### config.mk
export PLATFORM = sky130hd
export DESIGN_NAME = bmp_stream_pixel_decoder_core
export DESIGN_NICKNAME = d
export VERILOG_FILES = /design/src/bmpd_pkg.sv /design/src/bmpd_front.sv /design/src/bmpd_cmd_fifo.sv /design/src/bmpd_back.sv /design/src/bmp_stream_pixel_decoder_core.sv
export SDC_FILE = /design/constraint.sdc
export NUM_CORES = 1
export LEC_CHECK = 0
export BUFFER_PORTS_ARGS = -buffer_cell sky130_fd_sc_hd__buf_4
export CAP_MARGIN = 20
export CORE_MARGIN = 2
export CORE_UTILIZATION = 58
export CTS_CLUSTER_SIZE = 12
export DETAILED_ROUTE_END_ITERATION = 16
export GPL_TIMING_DRIVEN = 0
export PLACE_DENSITY = 0.75
export SYNTH_ARGS = -nofsm -noshare
export SYNTH_HDL_FRONTEND = slang
export SYNTH_SLANG_ARGS = --single-unit
### constraint.sdc
create_clock -name i_clk -period 9 [get_ports i_clk]
set_input_delay 0.45 -clock i_clk [delete_from_list [all_inputs] [get_ports i_clk]]
set_output_delay 0.45 -clock i_clk [all_outputs]
set_load 0.02 [all_outputs]
### src/bmpd_pkg.sv
// bmpd_pkg: shared types and constants for the bmp stream pixel decoder
// holds the command word passed from the parser to the pixel expander
// no dependencies
`timescale 1ns / 1ps

package bmpd_pkg;

    // default limits
    localparam int unsigned DEF_MAX_SIDE  = 4096;
    localparam int unsigned DEF_CMD_DEPTH = 4;
    localparam int unsigned COORD_LIMIT   = 4096;

    // field widths
    localparam int unsigned COORD_W = 12;
    localparam int unsigned SIDE_W  = 13;
    localparam int unsigned COLOR_W = 8;

    // reset value of the size limit registers
    localparam logic [SIDE_W-1:0] MAX_SIDE_RESET = 13'd4096;

    // configuration register indexes
    localparam logic CFG_MAX_WIDTH  = 1'b0;
    localparam logic CFG_MAX_HEIGHT = 1'b1;

    // error codes
    localparam logic [1:0] ERR_NOT_BMP    = 2'd0;
    localparam logic [1:0] ERR_BAD_DEPTH  = 2'd1;
    localparam logic [1:0] ERR_COMPRESSED = 2'd2;
    localparam logic [1:0] ERR_TOO_LARGE  = 2'd3;

    // result kinds
    localparam logic KIND_PIXEL = 1'b0;
    localparam logic KIND_ERROR = 1'b1;

    // command kinds between parser and expander
    typedef logic [1:0] t_cmd_kind;
    localparam t_cmd_kind CMD_ERR  = 2'd0;
    localparam t_cmd_kind CMD_RGB  = 2'd1;
    localparam t_cmd_kind CMD_MONO = 2'd2;

    typedef struct packed {
        t_cmd_kind            kind;
        logic [1:0]           code;     // error code for error commands
        logic [COORD_W-1:0]   x;        // column, first column for mono
        logic [COORD_W-1:0]   y;
        logic [COLOR_W-1:0]   red;
        logic [COLOR_W-1:0]   green;
        logic [COLOR_W-1:0]   blue;
        logic [7:0]           pattern;  // mono pixel bits, msb first
        logic [3:0]           nbits;    // mono pixel count, 1 to 8
    } t_cmd;

endpackage

### src/bmpd_front.sv
// bmpd_front: byte parser of the bmp stream pixel decoder
// walks header, skip and pixel data phases and emits one command per productive word
// depends on bmpd_pkg
`timescale 1ns / 1ps

module bmpd_front #(
    parameter int unsigned MAX_SIDE = bmpd_pkg::DEF_MAX_SIDE
) (
    input  logic                         i_clk,
    input  logic                         i_rst_n,
    input  logic                         i_valid,
    input  logic [7:0]                   i_data_byte,
    input  logic                         i_final_byte,
    input  logic [bmpd_pkg::SIDE_W-1:0]  i_max_width,
    input  logic [bmpd_pkg::SIDE_W-1:0]  i_max_height,
    output logic                         o_cmd_valid,
    output bmpd_pkg::t_cmd               o_cmd
);

    localparam logic [1:0] PH_HEADER = 2'd0;
    localparam logic [1:0] PH_SKIP   = 2'd1;
    localparam logic [1:0] PH_PIXELS = 2'd2;
    localparam logic [1:0] PH_HALT   = 2'd3;

    localparam logic [7:0] SIG_B = 8'h42;
    localparam logic [7:0] SIG_M = 8'h4D;

    logic [31:0] r_pos,    n_pos;
    logic [31:0] r_shift,  n_shift;
    logic [31:0] r_offset, n_offset;
    logic [12:0] r_width,  n_width;
    logic [12:0] r_height, n_height;
    logic        r_mono,   n_mono;
    logic [1:0]  r_phase,  n_phase;
    logic [11:0] r_col,    n_col;
    logic [11:0] r_row,    n_row;
    logic [15:0] r_held,   n_held;
    logic [1:0]  r_tri,    n_tri;
    logic [13:0] r_rbc,    n_rbc;

    logic [31:0] shift_new;
    logic [15:0] bpp;
    logic [12:0] y_full;
    logic [13:0] width_ext;
    logic [13:0] data_len;
    logic [13:0] row_len;
    logic [13:0] rbc_next;
    logic [12:0] col_ext;
    logic [12:0] col_rem;
    logic [12:0] row_next;

    function automatic logic [12:0] f_side_ok(input logic [31:0] v, input logic [12:0] lim);
        logic bad;
        bad = (v == 32'd0) || (v > {19'd0, lim}) || (v > 32'(MAX_SIDE))
            || (v > 32'(bmpd_pkg::COORD_LIMIT));
        return bad ? 13'd0 : v[12:0];
    endfunction

    assign shift_new = {i_data_byte, r_shift[31:8]};
    assign bpp       = shift_new[31:16];
    assign y_full    = r_height - 13'd1 - {1'b0, r_row};
    assign width_ext = {1'b0, r_width};
    assign data_len  = r_mono ? 14'((width_ext + 14'd7) >> 3) : 14'(width_ext + (width_ext << 1));
    assign row_len   = (data_len + 14'd3) & ~14'd3;
    assign rbc_next  = r_rbc + 14'd1;
    assign col_ext   = {1'b0, r_col};
    assign col_rem   = r_width - col_ext;
    assign row_next  = {1'b0, r_row} + 13'd1;

    always_comb begin
        n_pos = r_pos;       n_shift = r_shift;   n_offset = r_offset;
        n_width = r_width;   n_height = r_height; n_mono = r_mono;
        n_phase = r_phase;   n_col = r_col;       n_row = r_row;
        n_held = r_held;     n_tri = r_tri;       n_rbc = r_rbc;
        o_cmd_valid = 1'b0;
        o_cmd = '0;
        o_cmd.y = y_full[11:0];
        o_cmd.x = r_col;

        if (i_valid) begin
            n_pos = r_pos + 32'd1;
            case (r_phase)
                PH_HEADER: begin
                    n_shift = shift_new;
                    if ((r_pos == 32'd0 && i_data_byte != SIG_B) ||
                        (r_pos == 32'd1 && i_data_byte != SIG_M)) begin
                        o_cmd_valid = 1'b1;
                        o_cmd.kind  = bmpd_pkg::CMD_ERR;
                        o_cmd.code  = bmpd_pkg::ERR_NOT_BMP;
                        n_phase     = PH_HALT;
                    end else begin
                        if (r_pos == 32'd13) n_offset = shift_new;
                        if (r_pos == 32'd21) n_width  = f_side_ok(shift_new, i_max_width);
                        if (r_pos == 32'd25) n_height = f_side_ok(shift_new, i_max_height);
                        if (r_pos == 32'd29) begin
                            if (bpp == 16'd1) begin
                                n_mono = 1'b1;
                            end else if (bpp == 16'd24) begin
                                n_mono = 1'b0;
                            end else begin
                                o_cmd_valid = 1'b1;
                                o_cmd.kind  = bmpd_pkg::CMD_ERR;
                                o_cmd.code  = bmpd_pkg::ERR_BAD_DEPTH;
                                n_phase     = PH_HALT;
                            end
                        end
                        if (r_pos == 32'd33) begin
                            if (shift_new != 32'd0) begin
                                o_cmd_valid = 1'b1;
                                o_cmd.kind  = bmpd_pkg::CMD_ERR;
                                o_cmd.code  = bmpd_pkg::ERR_COMPRESSED;
                                n_phase     = PH_HALT;
                            end else if (r_width == 13'd0 || r_height == 13'd0) begin
                                o_cmd_valid = 1'b1;
                                o_cmd.kind  = bmpd_pkg::CMD_ERR;
                                o_cmd.code  = bmpd_pkg::ERR_TOO_LARGE;
                                n_phase     = PH_HALT;
                            end else begin
                                n_phase = (r_offset > 32'd34) ? PH_SKIP : PH_PIXELS;
                            end
                        end
                    end
                end
                PH_SKIP: begin
                    if (({1'b0, r_pos} + 33'd1) >= {1'b0, r_offset}) n_phase = PH_PIXELS;
                end
                PH_PIXELS: begin
                    if (r_rbc < data_len) begin
                        if (r_mono) begin
                            if (col_ext < r_width) begin
                                o_cmd_valid   = 1'b1;
                                o_cmd.kind    = bmpd_pkg::CMD_MONO;
                                o_cmd.pattern = i_data_byte;
                                o_cmd.nbits   = (col_rem >= 13'd8) ? 4'd8 : col_rem[3:0];
                            end
                            n_col = r_col + 12'd8;
                        end else if (r_tri == 2'd0) begin
                            n_held = {8'd0, i_data_byte};
                            n_tri  = 2'd1;
                        end else if (r_tri == 2'd1) begin
                            n_held = {i_data_byte, r_held[7:0]};
                            n_tri  = 2'd2;
                        end else begin
                            o_cmd_valid = 1'b1;
                            o_cmd.kind  = bmpd_pkg::CMD_RGB;
                            o_cmd.red   = i_data_byte;
                            o_cmd.green = r_held[15:8];
                            o_cmd.blue  = r_held[7:0];
                            n_tri       = 2'd0;
                            n_col       = r_col + 12'd1;
                        end
                    end
                    n_rbc = rbc_next;
                    if (rbc_next >= row_len) begin
                        n_rbc = '0;
                        n_col = '0;
                        n_tri = '0;
                        if (row_next >= r_height) n_phase = PH_HALT;
                        else n_row = row_next[11:0];
                    end
                end
                default: begin
                    // halted: bytes are dropped until the final word
                end
            endcase

            if (i_final_byte) begin
                n_pos = '0;    n_shift = '0;  n_offset = '0;
                n_width = '0;  n_height = '0; n_mono = 1'b0;
                n_phase = PH_HEADER;
                n_col = '0;    n_row = '0;    n_held = '0;
                n_tri = '0;    n_rbc = '0;
            end
        end
    end

    always_ff @(posedge i_clk) begin
        if (!i_rst_n) begin
            r_pos <= '0;    r_shift <= '0;  r_offset <= '0;
            r_width <= '0;  r_height <= '0; r_mono <= 1'b0;
            r_phase <= PH_HEADER;
            r_col <= '0;    r_row <= '0;    r_held <= '0;
            r_tri <= '0;    r_rbc <= '0;
        end else begin
            r_pos <= n_pos;       r_shift <= n_shift;   r_offset <= n_offset;
            r_width <= n_width;   r_height <= n_height; r_mono <= n_mono;
            r_phase <= n_phase;
            r_col <= n_col;       r_row <= n_row;       r_held <= n_held;
            r_tri <= n_tri;       r_rbc <= n_rbc;
        end
    end

endmodule

### src/bmpd_cmd_fifo.sv
// bmpd_cmd_fifo: small command queue between parser and pixel expander
// register file with read and write pointers and an occupancy count
// depends on bmpd_pkg
`timescale 1ns / 1ps

module bmpd_cmd_fifo #(
    parameter int unsigned DEPTH = bmpd_pkg::DEF_CMD_DEPTH
) (
    input  logic           i_clk,
    input  logic           i_rst_n,
    input  logic           i_push,
    input  bmpd_pkg::t_cmd i_wdata,
    output logic           o_full,
    input  logic           i_pop,
    output logic           o_empty,
    output bmpd_pkg::t_cmd o_rdata
);

    localparam int unsigned PW = (DEPTH > 1) ? $clog2(DEPTH) : 1;
    localparam int unsigned CW = $clog2(DEPTH + 1);
    localparam logic [PW-1:0] LAST_PTR = PW'(DEPTH - 1);

    bmpd_pkg::t_cmd r_mem [DEPTH];
    logic [PW-1:0]  r_wptr, n_wptr;
    logic [PW-1:0]  r_rptr, n_rptr;
    logic [CW-1:0]  r_count, n_count;

    assign o_full  = (r_count == CW'(DEPTH));
    assign o_empty = (r_count == '0);
    assign o_rdata = r_mem[r_rptr];

    always_comb begin
        n_wptr  = r_wptr;
        n_rptr  = r_rptr;
        n_count = r_count;
        if (i_push) n_wptr = (r_wptr == LAST_PTR) ? '0 : r_wptr + PW'(1);
        if (i_pop)  n_rptr = (r_rptr == LAST_PTR) ? '0 : r_rptr + PW'(1);
        if (i_push && !i_pop) n_count = r_count + CW'(1);
        else if (!i_push && i_pop) n_count = r_count - CW'(1);
    end

    always_ff @(posedge i_clk) begin
        if (i_push) begin
            r_mem[r_wptr] <= i_wdata;
        end
    end

    always_ff @(posedge i_clk) begin
        if (!i_rst_n) begin
            r_wptr  <= '0;
            r_rptr  <= '0;
            r_count <= '0;
        end else begin
            r_wptr  <= n_wptr;
            r_rptr  <= n_rptr;
            r_count <= n_count;
        end
    end

`ifndef ASSERT_OFF
    a_count_range: assert property (@(posedge i_clk) disable iff (!i_rst_n)
        r_count <= CW'(DEPTH))
        else $error("command queue count out of range");
    a_no_overflow: assert property (@(posedge i_clk) disable iff (!i_rst_n)
        !(i_push && o_full && !i_pop))
        else $error("command pushed into a full queue");
    a_no_underflow: assert property (@(posedge i_clk) disable iff (!i_rst_n)
        !(i_pop && o_empty))
        else $error("command popped from an empty queue");
`endif

endmodule

### src/bmpd_back.sv
// bmpd_back: pixel expander of the bmp stream pixel decoder
// turns queued commands into result words in an output register, one a cycle while that register is free or popped
// depends on bmpd_pkg
`timescale 1ns / 1ps

module bmpd_back (
    input  logic                           i_clk,
    input  logic                           i_rst_n,
    input  logic                           i_head_valid,
    input  bmpd_pkg::t_cmd                 i_head,
    output logic                           o_head_pop,
    input  logic                           i_pop,
    output logic                           o_empty,
    output logic                           o_result_kind,
    output logic [1:0]                     o_error_code,
    output logic [bmpd_pkg::COORD_W-1:0]   o_pixel_x,
    output logic [bmpd_pkg::COORD_W-1:0]   o_pixel_y,
    output logic [bmpd_pkg::COLOR_W-1:0]   o_red,
    output logic [bmpd_pkg::COLOR_W-1:0]   o_green,
    output logic [bmpd_pkg::COLOR_W-1:0]   o_blue,
    output logic                           o_last_of_run
);

    logic        r_valid;
    logic [2:0]  r_sub, n_sub;
    logic        advance;
    logic        is_last;
    logic        mono_bit;
    logic [7:0]  mono_shifted;
    logic [7:0]  mono_val;

    logic                         n_kind;
    logic [1:0]                   n_code;
    logic [bmpd_pkg::COORD_W-1:0] n_x;
    logic [bmpd_pkg::COORD_W-1:0] n_y;
    logic [bmpd_pkg::COLOR_W-1:0] n_red;
    logic [bmpd_pkg::COLOR_W-1:0] n_green;
    logic [bmpd_pkg::COLOR_W-1:0] n_blue;

    logic                         r_kind;
    logic [1:0]                   r_code;
    logic [bmpd_pkg::COORD_W-1:0] r_x;
    logic [bmpd_pkg::COORD_W-1:0] r_y;
    logic [bmpd_pkg::COLOR_W-1:0] r_red;
    logic [bmpd_pkg::COLOR_W-1:0] r_green;
    logic [bmpd_pkg::COLOR_W-1:0] r_blue;
    logic                         r_last;

    assign advance      = i_head_valid && (!r_valid || i_pop);
    assign is_last      = (i_head.kind != bmpd_pkg::CMD_MONO) || ((4'(r_sub) + 4'd1) == i_head.nbits);
    assign mono_shifted = i_head.pattern << r_sub;
    assign mono_bit     = mono_shifted[7];
    assign mono_val     = mono_bit ? 8'hFF : 8'h00;
    assign o_head_pop   = advance && is_last;
    assign n_sub        = is_last ? 3'd0 : r_sub + 3'd1;

    always_comb begin
        n_kind  = bmpd_pkg::KIND_PIXEL;
        n_code  = '0;
        n_x     = i_head.x;
        n_y     = i_head.y;
        n_red   = i_head.red;
        n_green = i_head.green;
        n_blue  = i_head.blue;
        case (i_head.kind)
            bmpd_pkg::CMD_ERR: begin
                n_kind  = bmpd_pkg::KIND_ERROR;
                n_code  = i_head.code;
                n_x     = '0;
                n_y     = '0;
                n_red   = '0;
                n_green = '0;
                n_blue  = '0;
            end
            bmpd_pkg::CMD_MONO: begin
                n_x     = i_head.x + 12'(r_sub);
                n_red   = mono_val;
                n_green = mono_val;
                n_blue  = mono_val;
            end
            default: begin
                // rgb pixel passes straight through
            end
        endcase
    end

    always_ff @(posedge i_clk) begin
        if (advance) begin
            r_kind  <= n_kind;
            r_code  <= n_code;
            r_x     <= n_x;
            r_y     <= n_y;
            r_red   <= n_red;
            r_green <= n_green;
            r_blue  <= n_blue;
            r_last  <= is_last;
        end
    end

    always_ff @(posedge i_clk) begin
        if (!i_rst_n) begin
            r_valid <= 1'b0;
            r_sub   <= '0;
        end else begin
            if (advance) begin
                r_valid <= 1'b1;
                r_sub   <= n_sub;
            end else if (i_pop) begin
                r_valid <= 1'b0;
            end
        end
    end

    assign o_empty       = !r_valid;
    assign o_result_kind = r_kind;
    assign o_error_code  = r_code;
    assign o_pixel_x     = r_x;
    assign o_pixel_y     = r_y;
    assign o_red         = r_red;
    assign o_green       = r_green;
    assign o_blue        = r_blue;
    assign o_last_of_run = r_last;

`ifndef ASSERT_OFF
    a_sub_in_mono: assert property (@(posedge i_clk) disable iff (!i_rst_n)
        (r_sub != 3'd0) |-> (i_head_valid && i_head.kind == bmpd_pkg::CMD_MONO
                             && {1'b0, r_sub} < i_head.nbits))
        else $error("mono pixel index outside its command");
`endif

endmodule

### src/bmp_stream_pixel_decoder_core.sv
// bmp_stream_pixel_decoder_core: top level of the bmp stream pixel decoder
// wires the size limit registers, byte parser, command queue and pixel expander
// depends on bmpd_pkg, bmpd_front, bmpd_cmd_fifo, bmpd_back
`timescale 1ns / 1ps

// Decodes an uncompressed BMP file fed one byte per word on the push side
// and hands out results on the pop side, both with queue semantics. The
// parser checks the "BM" signature, takes the data offset, width, height,
// depth and compression from the little-endian header, skips to the pixel
// data and emits one pixel per BGR triple at 24 bits, or up to eight
// black/white pixels per byte at 1 bit, with bottom-up rows (first stored
// row has pixel_y = height-1). A bad signature, depth other than 1 or 24,
// nonzero compression, or a size of zero or above max_width / max_height /
// MAX_SIDE / 4096 gives one error result and the block ignores bytes until
// a word with final_byte set, which rearms it for a new file at any point.
// Rate: a byte is taken every cycle as long as the command queue has room.
// In 1-bit mode one byte makes up to eight results and the expander drives
// one result per cycle while results are popped; the CMD_DEPTH-entry queue
// absorbs bursts. A result goes through the command queue and the expander
// output register. No clearing pass after reset. The size limits are written
// through the cfg port (index 0 width, 1 height); the user must write them
// only while the block is idle, which it does not enforce; ready is always high.

module bmp_stream_pixel_decoder_core #(
    parameter int unsigned MAX_SIDE  = bmpd_pkg::DEF_MAX_SIDE,
    parameter int unsigned CMD_DEPTH = bmpd_pkg::DEF_CMD_DEPTH
) (
    input  logic                           i_clk,
    input  logic                           i_rst_n,
    // byte input, queue style
    input  logic                           push,
    output logic                           full,
    input  logic [7:0]                     i_data_byte,
    input  logic                           i_final_byte,
    // result output, queue style
    output logic                           empty,
    input  logic                           pop,
    output logic                           o_result_kind,
    output logic [1:0]                     o_error_code,
    output logic [bmpd_pkg::COORD_W-1:0]   o_pixel_x,
    output logic [bmpd_pkg::COORD_W-1:0]   o_pixel_y,
    output logic [bmpd_pkg::COLOR_W-1:0]   o_red,
    output logic [bmpd_pkg::COLOR_W-1:0]   o_green,
    output logic [bmpd_pkg::COLOR_W-1:0]   o_blue,
    output logic                           o_last_of_run,
    // configuration writes
    input  logic                           i_cfg_valid,
    output logic                           o_cfg_ready,
    input  logic                           i_cfg_index,
    input  logic [bmpd_pkg::SIDE_W-1:0]    i_cfg_data
);

    // size limit registers
    logic [bmpd_pkg::SIDE_W-1:0] r_max_width;
    logic [bmpd_pkg::SIDE_W-1:0] r_max_height;

    // byte accepted this cycle
    logic           in_take;

    // parser to queue
    logic           cmd_valid;
    bmpd_pkg::t_cmd cmd;

    // queue to expander
    logic           q_empty;
    logic           q_pop;
    bmpd_pkg::t_cmd q_head;

    // result word leaves this cycle
    logic           out_take;

    assign o_cfg_ready = 1'b1;
    assign in_take     = push && !full;
    assign out_take    = pop && !empty;

    // config registers, written any time the channel handshakes
    always_ff @(posedge i_clk) begin
        if (!i_rst_n) begin
            r_max_width  <= bmpd_pkg::MAX_SIDE_RESET;
            r_max_height <= bmpd_pkg::MAX_SIDE_RESET;
        end else if (i_cfg_valid && o_cfg_ready) begin
            case (i_cfg_index)
                bmpd_pkg::CFG_MAX_WIDTH:  r_max_width  <= i_cfg_data;
                bmpd_pkg::CFG_MAX_HEIGHT: r_max_height <= i_cfg_data;
                default: begin
                    // no other registers
                end
            endcase
        end
    end

    // front: header parse, skip and pixel data classification
    bmpd_front #(
        .MAX_SIDE (MAX_SIDE)
    ) u_front (
        .i_clk        (i_clk),
        .i_rst_n      (i_rst_n),
        .i_valid      (in_take),
        .i_data_byte  (i_data_byte),
        .i_final_byte (i_final_byte),
        .i_max_width  (r_max_width),
        .i_max_height (r_max_height),
        .o_cmd_valid  (cmd_valid),
        .o_cmd        (cmd)
    );

    // queue lets the parser keep taking bytes while 1-bit bursts drain
    bmpd_cmd_fifo #(
        .DEPTH (CMD_DEPTH)
    ) u_fifo (
        .i_clk   (i_clk),
        .i_rst_n (i_rst_n),
        .i_push  (cmd_valid),
        .i_wdata (cmd),
        .o_full  (full),
        .i_pop   (q_pop),
        .o_empty (q_empty),
        .o_rdata (q_head)
    );

    // back: expands commands into result words
    bmpd_back u_back (
        .i_clk         (i_clk),
        .i_rst_n       (i_rst_n),
        .i_head_valid  (!q_empty),
        .i_head        (q_head),
        .o_head_pop    (q_pop),
        .i_pop         (out_take),
        .o_empty       (empty),
        .o_result_kind (o_result_kind),
        .o_error_code  (o_error_code),
        .o_pixel_x     (o_pixel_x),
        .o_pixel_y     (o_pixel_y),
        .o_red         (o_red),
        .o_green       (o_green),
        .o_blue        (o_blue),
        .o_last_of_run (o_last_of_run)
    );

endmodule
# After elaboration in Yosys (flattened, before gate mapping)
# Memory sizes are Yosys's and may differ from the RTL's. A register that Yosys moved wholly into a read port is not among the register bits.
# Cells that the tools add are included.
# W data, S select, Z words.
[classes] n_addsub=19 magnitude_cmp=10 eq_ne=31 shift=1 mux=119 bitwise_logic=1 n_reduce_logical=61
[op_table] op="$mux W32" count=7
[op_table] op="$mux W12" count=13
[op_table] op="$mux W13" count=10
[op_table] op="$mux W36" count=3
[op_table] op="$eq A32 B5 Y1 const B" count=3
[op_table] op="$mux W16" count=6
[op_table] op="$mux W24" count=3
[op_table] op="$gt A32 B13 Y1" count=2
[op_table] op="$logic_not A32 Y1" count=2
[op_table] op="$mux W14" count=4
[op_table] op="$mux W2" count=28
[op_table] op="$pmux W8 S2" count=3
[op_table] op="$add A32 B1 Y33 const B" count=1
[op_table] op="$ge A33 B32 Y1" count=1
[op_table] op="$add A32 B1 Y32 const B" count=1
[op_table] op="$eq A32 B1 Y1 const B" count=1
[op_table] op="$eq A32 B4 Y1 const B" count=1
[op_table] op="$eq A32 B6 Y1 const B" count=1
[op_table] op="$gt A32 B13 Y1 const B" count=1
[op_table] op="$gt A32 B6 Y1 const B" count=1
[op_table] op="$mux W4" count=8
[op_table] op="$reduce_bool A32 Y1" count=1
[op_table] op="$logic_not A13 Y1" count=2
[op_table] op="$mux W1" count=26
[op_table] op="other kinds (53)" count=113
[totals] ff_bits=270 mem_bits_rw=256 inputBits=28 output_inout_bits=55 word_cells=271 mem_count=1
[mem_list] name="u_fifo.r_mem" depth=4 word_bits=64 read_ports=1 rd_clocked_by_memory_dff=1 wr=1 line="bmpd_cmd_fifo.sv:23" text="bmpd_pkg::t_cmd r_mem [DEPTH];"

# Depth between registers and ports, before layout
[logic_depth] ltp_word=14 ltp_mapped=25 ltp_nobuf=24

# Cells and area by module
# A second synthesis with hierarchy kept.
[unflattened] cells_unflattened=2358 hier_area_um2=26669.3
[modules_own_cells] module="bmpd_front" instances=1 cells_each=1686 area_per_inst_um2=13266.5 seq_area_each_um2=3463.3
[modules_own_cells] module="bmpd_cmd_fifo" instances=1 cells_each=378 area_per_inst_um2=9768.1 seq_area_each_um2=7867.5
[modules_own_cells] module="bmpd_back" instances=1 cells_each=187 area_per_inst_um2=2582.5 seq_area_each_um2=1641.6
[modules_own_cells] module="bmp_stream_pixel_decoder_core" instances=1 cells_each=107 area_per_inst_um2=1052.3 seq_area_each_um2=520.5

# Least setup slack after synthesis
# OpenSTA, ideal clock, no wires.
[synth_path] path_type="register -> register" startpoint="register u_front.r_width[2]" endpoint="memory u_fifo.r_mem[0][0] (netlist bit) (enable)" setup_time_ns=0.429 t_arrival_ns=5.746 required_time_ns=8.571 path_slack_ns=2.825 stages_incl_launch_ff=20 n_path_buf=1 synth_period_minus_slack_ns=6.175 path_cell_list="dfxtp_1 -> inv_1 -> ha_1 -> nor2b_1 -> o311a_1 -> o41ai_2 -> o21ai_0 -> o41ai_1 -> xnor2_1 -> nand2_1 -> ha_1 -> a21oi_1 -> nand2_1 -> a2111o_1 -> nor3_1 -> or2_1 -> buf_2 -> nor2_1 -> o31ai_2 -> and2_1"
[synth_between] elab_chain_cells=10 elab_cells_between_ends=18
[synth_rtl] item="start, declared" line="bmpd_front.sv:31" text="logic [12:0] r_width, n_width;"
[synth_rtl] item="start signal, assigned" line="bmpd_front.sv:186" text="r_width <= n_width; r_height <= n_height; r_mono <= n_mono;"
[synth_rtl] item="branches (longest 6 deep; another with $add A13 B14 Y14)"
[synth_rtl] item="$pmux W1 S2 *" line="bmpd_front.sv:82" text="case (r_phase)"
[synth_rtl] item="$mux W1 *" line="bmpd_front.sv:80" text="if (i_valid) begin"
[synth_rtl] item="via cmd_valid" line="bmp_stream_pixel_decoder_core.sv:61" text="logic cmd_valid;"
[synth_rtl] item="$mux W1 *" line="bmpd_cmd_fifo.sv:43" text="if (i_push) begin"
[synth_rtl] item="$mux W1 (not written as such) *" line="bmpd_cmd_fifo.sv:44" text="r_mem[r_wptr] <= i_wdata;"
[synth_rtl] item="end, declared" line="bmpd_cmd_fifo.sv:23"
# Mark *: on every way through the listed nets, which the timed path passes.

# Worst setup path in the final report
[layout_path] startpoint="register u_front.r_width[2]" endpoint="register u_fifo.r_count[2]"
[layout_between] elab_chain_cells=11 elab_cells_between_ends=21
[layout_rtl] item="branches (longest 6 deep; another with $add A13 B14 Y14)"
[layout_rtl] item="$pmux W1 S2 *" line="bmpd_front.sv:82"
[layout_rtl] item="$mux W1 *" line="bmpd_front.sv:80"
[layout_rtl] item="via cmd_valid" line="bmp_stream_pixel_decoder_core.sv:61"
[layout_rtl] item="$logic_not A1 Y1" line="bmpd_cmd_fifo.sv:39" text="else if (!i_push && i_pop) n_count = r_count - CW'(1);"
[layout_rtl] item="$logic_and A1 B1 Y1" line="bmpd_cmd_fifo.sv:39"
[layout_rtl] item="$reduce_bool A2 Y1 (no source line)"
[layout_rtl] item="end signal, assigned" line="bmpd_cmd_fifo.sv:56" text="r_count <= n_count;"
[layout_rtl] item="end, declared" line="bmpd_cmd_fifo.sv:26" text="logic [CW-1:0] r_count, n_count;"
# Marked as above.
# A chain may end at the register's enable or synchronous reset.

==> results.md <==
* Status: finished clean
* Number of global-route vias before repair at 19065
* Final min period at 6.90 ns
* Total placed instance area at 28200 µm²
* Pin count of the biggest net entering global routing at 40
* Setup Buffers After CTS at 0
* Vias at 19510
* Final hold viol count at 0
* Via density at 6.09
* Min-Delay Path Depth at 3
* First-pass GRT wire length at 108 mm
* YS warnings at 0
* Initial antenna violation count at 1
* Power Density at 224 nW/µm²
* Setup TNS at 0 ns
* Crit. End Element: flop
* Post-CTS Resized at 0
* Post-synth EDFFs at 308
* R2R Setup Slk at 2.10 ns
* Top cell type's share of synthesized area at 0.346
* Critical Path Most Common Cell: ha_1
* Most common cell in the netlist: edfxtp_1
* WL final at 69.4 mm
* Die Area at 47800 µm²
* FMAX at 0.145 GHz
* Dpl ws at 2.29 ns
* Multi-input gate area at 12200 µm²
* PnR worst setup slack at 2.10 ns
* Hold path start: i_cfg_data[12]
* Hold WS at 0.0707 ns
* Synth Instances at 2417
* Worst setup SP type: flop
* Clk_lat worst skew at 0.63 ns
* Tot Pwr at 0.00672 W
* Commonest cells in the synthesized netlist: 308 x edfxtp_1, 267 x nand2_1, 212 x dfxtp_1
* Asr flop ratio synth at 0
* Worst-case hold path end point: r_max_width[12]$_SDFFE_PN1P_
* # hold bufs at CTS at 0
* Endpoints failing setup at 0
* Synthesized cell area at 26700 µm²
* CP max stage cell: o31ai_2
* Register bit total from synthesis at 520
* Required @ worst endpoint at 9.50 ns
* Pleak at 11.0 nW
* Critical-path cell list: inv_1, ha_1, nor2b_1, o311a_1, o41ai_2, o21ai_0, o41ai_1, xnor2_1, nand2_1, ha_1, a21oi_1, nand2_1, a2111o_1, nor3_1, or2_1, buf_2, nor2_1, o31ai_2, ha_1, inv_1, fa_1, xor2_1, or3_1, a21boi_0
* Arr. time, crit path at 7.41 ns
* DRT antenna net count at 0
* Yosys top cell by area: edfxtp_1
* Clock tree buffer depth at 3
* GP Congestion at 0.933
* Final period util at 0.767
* RSZ-0062 raised after global routing: no
* Ys flop type: edfxtp_1
* Fraction of final layout cells sized beyond drive strength 1 at 0.112
* Clock skew at 0.0612 ns
* Crit path max fanout at 9
* Die W at 219 µm
* Yosys cell types at 92
* Worst slew pin tran at 0.989 ns
* Synth-to-Final Area Change at 12.2%
* Sink Count at 520
* Path depth of the worst reg2reg path at 24
* FF/Latch Area at 13500 µm²
* Filler instances at 3409
* Sequential-to-total area share from yosys stat at 0.505
* Total GRT Usage at 0.294
* Post-Syn Area per Cell at 11.0 µm²
* Worst path max stage delay at 0.62 ns
* Worst-path clk slew at 0.06 ns
* H-tree depth at 2
* Worst hold path class: in2reg
* Residual overflow from global routing at 0
* Final Slew Violations at 0
* R2R Path Start: u_front.r_width[2]$_SDFFE_PN0P_
* CTS tree: yes
* Syn_nets at 2610
* WL/cell at 21.7 µm
* Layout Nets at 2752
* Final Instance Area at 30000 µm²
* Iteration-0 DRC Markers at 1839
* DRC viols at 0
* DIE HEIGHT at 219 µm
* Initial Utilization at 0.588
* Root Buffer: clkbuf_16
* DRT Pass-1 Iters at 8
* Reg-to-Reg End: u_fifo.r_count[2]$_SDFFE_PN0P_
* Count of input and output buffers at 80
* Critical path class: reg2reg
* DP Wirelength at 49.3 mm
* Row cnt at 78
* Max-slew headroom at 0.338
* Max-Cap Viols at 0
* IO Count at 83
* Core ar. at 45400 µm²
* Top post-synthesis cells by area: edfxtp_1 35%, dfxtp_1 16%, ha_1 7.5%
* Maximum vdd drop at 0.000244 V
* TritonCTS buffer count at 54
sequential cells by signal, summed over array words and instances, names as in the netlist, 13 cells and up, named ones only:
name / flops
u_fifo.r_mem: 256
u_front.r_offset: 32
u_front.r_pos: 32
u_front.r_shift: 24
u_front.r_held: 16
u_front.r_rbc: 14
r_max_height: 13
r_max_width: 13
u_front.r_height: 13
u_front.r_width: 13
cells in the final DEF (no fill, tap or decap), types with 34 or more instances in the layout:
cell and instances:
a21boi_0 57, a21oi_1 82, a22o_1 47, a22oi_1 44, and2_1 57, buf_4 81, clkbuf_1 102, clkbuf_16 54
dfxtp_1 212, edfxtp_1 308, ha_1 160, inv_1 137, mux4_2 66, nand2_1 267, nand3_1 77, nor2_1 113
nor2b_1 87, nor3_1 34, o21ai_0 82, xnor2_1 66, xor2_1 50
final cells by class:
type                    count  share of cell area
clock inverters            16             0.00881
multi-input cells        1644               0.407
flip-flops and latches    520               0.450
inverters                 138              0.0173
clock buffers              84              0.0499
plain buffers             115              0.0170
diodes                      2            0.000167
well taps                 600              0.0251
repair buffers             86              0.0243
worst max-delay path: cells and delay by family (launching register included):
| kind | cells | cell delay (ns) |
|---|---|---|
| simple gates | 7 | 1.42 |
| buf+inv | 3 | 0.48 |
| flops | 1 | 0.50 |
| xor+xnor | 2 | 0.36 |
| compound gates | 8 | 2.68 |
| fa+ha+maj | 4 | 1.40 |
routing by layer:
layer  up-vias  track usage  part of all wire  routed length [µm]
met4         0        0.122             0.042                2900
met1      9497        0.403              0.43               29600
met5         -            0                 0                   0
met2       730        0.477              0.47               32600
li1       9136            -                 -                   -
met3       147       0.0356             0.062                4330
how the worst max path moves through the flow:
stage / from / end / slack [ns] / cells after the start
after floorplan: u_front.r_width[2]$_SDFFE_PN0P_ / u_fifo.r_mem[0][0]$_DFFE_PP_ / 2.82 / 19
after global placement: u_front.r_width[2]$_SDFFE_PN0P_ / u_fifo.r_mem[0][37]$_DFFE_PP_ / 0.80 / 19
after detailed placement: u_front.r_width[2]$_SDFFE_PN0P_ / u_fifo.r_count[2]$_SDFFE_PN0P_ / 2.29 / 24
after CTS: u_front.r_width[2]$_SDFFE_PN0P_ / u_fifo.r_count[2]$_SDFFE_PN0P_ / 2.22 / 24
after global routing: u_front.r_width[2]$_SDFFE_PN0P_ / u_fifo.r_count[2]$_SDFFE_PN0P_ / 1.68 / 24
final: u_front.r_width[2]$_SDFFE_PN0P_ / u_fifo.r_count[2]$_SDFFE_PN0P_ / 2.10 / 24
through the flow:
stage / std cells / utilization
after global routing: 3203 / 0.660
after floorplan: 2417 / -
after global placement: 3097 / 0.618
after CTS: 3203 / 0.660
final: 3205 / 0.660
after detailed placement: 3103 / 0.621
report_power, final:
group	leakage [nW]	switching (W)	total [W]	internal, W
Combinational	5.62	0.000940	0.00156	0.000622
Clock	0.838	0.000937	0.00220	0.00127
Sequential	4.51	0.0000953	0.00295	0.00286
cell families (layout without fill, tap and decap cells):
family                     Yosys count  after routing  share of synthesized area
AOI/OAI and AO/OA                  477            477                      0.126
xor gates and xnor gates           116            116                     0.0381
adders and majority gates          165            165                     0.0787
buffers and inverters              253            439                     0.0384
DFF                                520            520                      0.505
muxes                               77             77                     0.0599
other                                1              3                   0.000140
and+or+nand+nor                    808            808                      0.153
(Power assumes the default switching activity.)
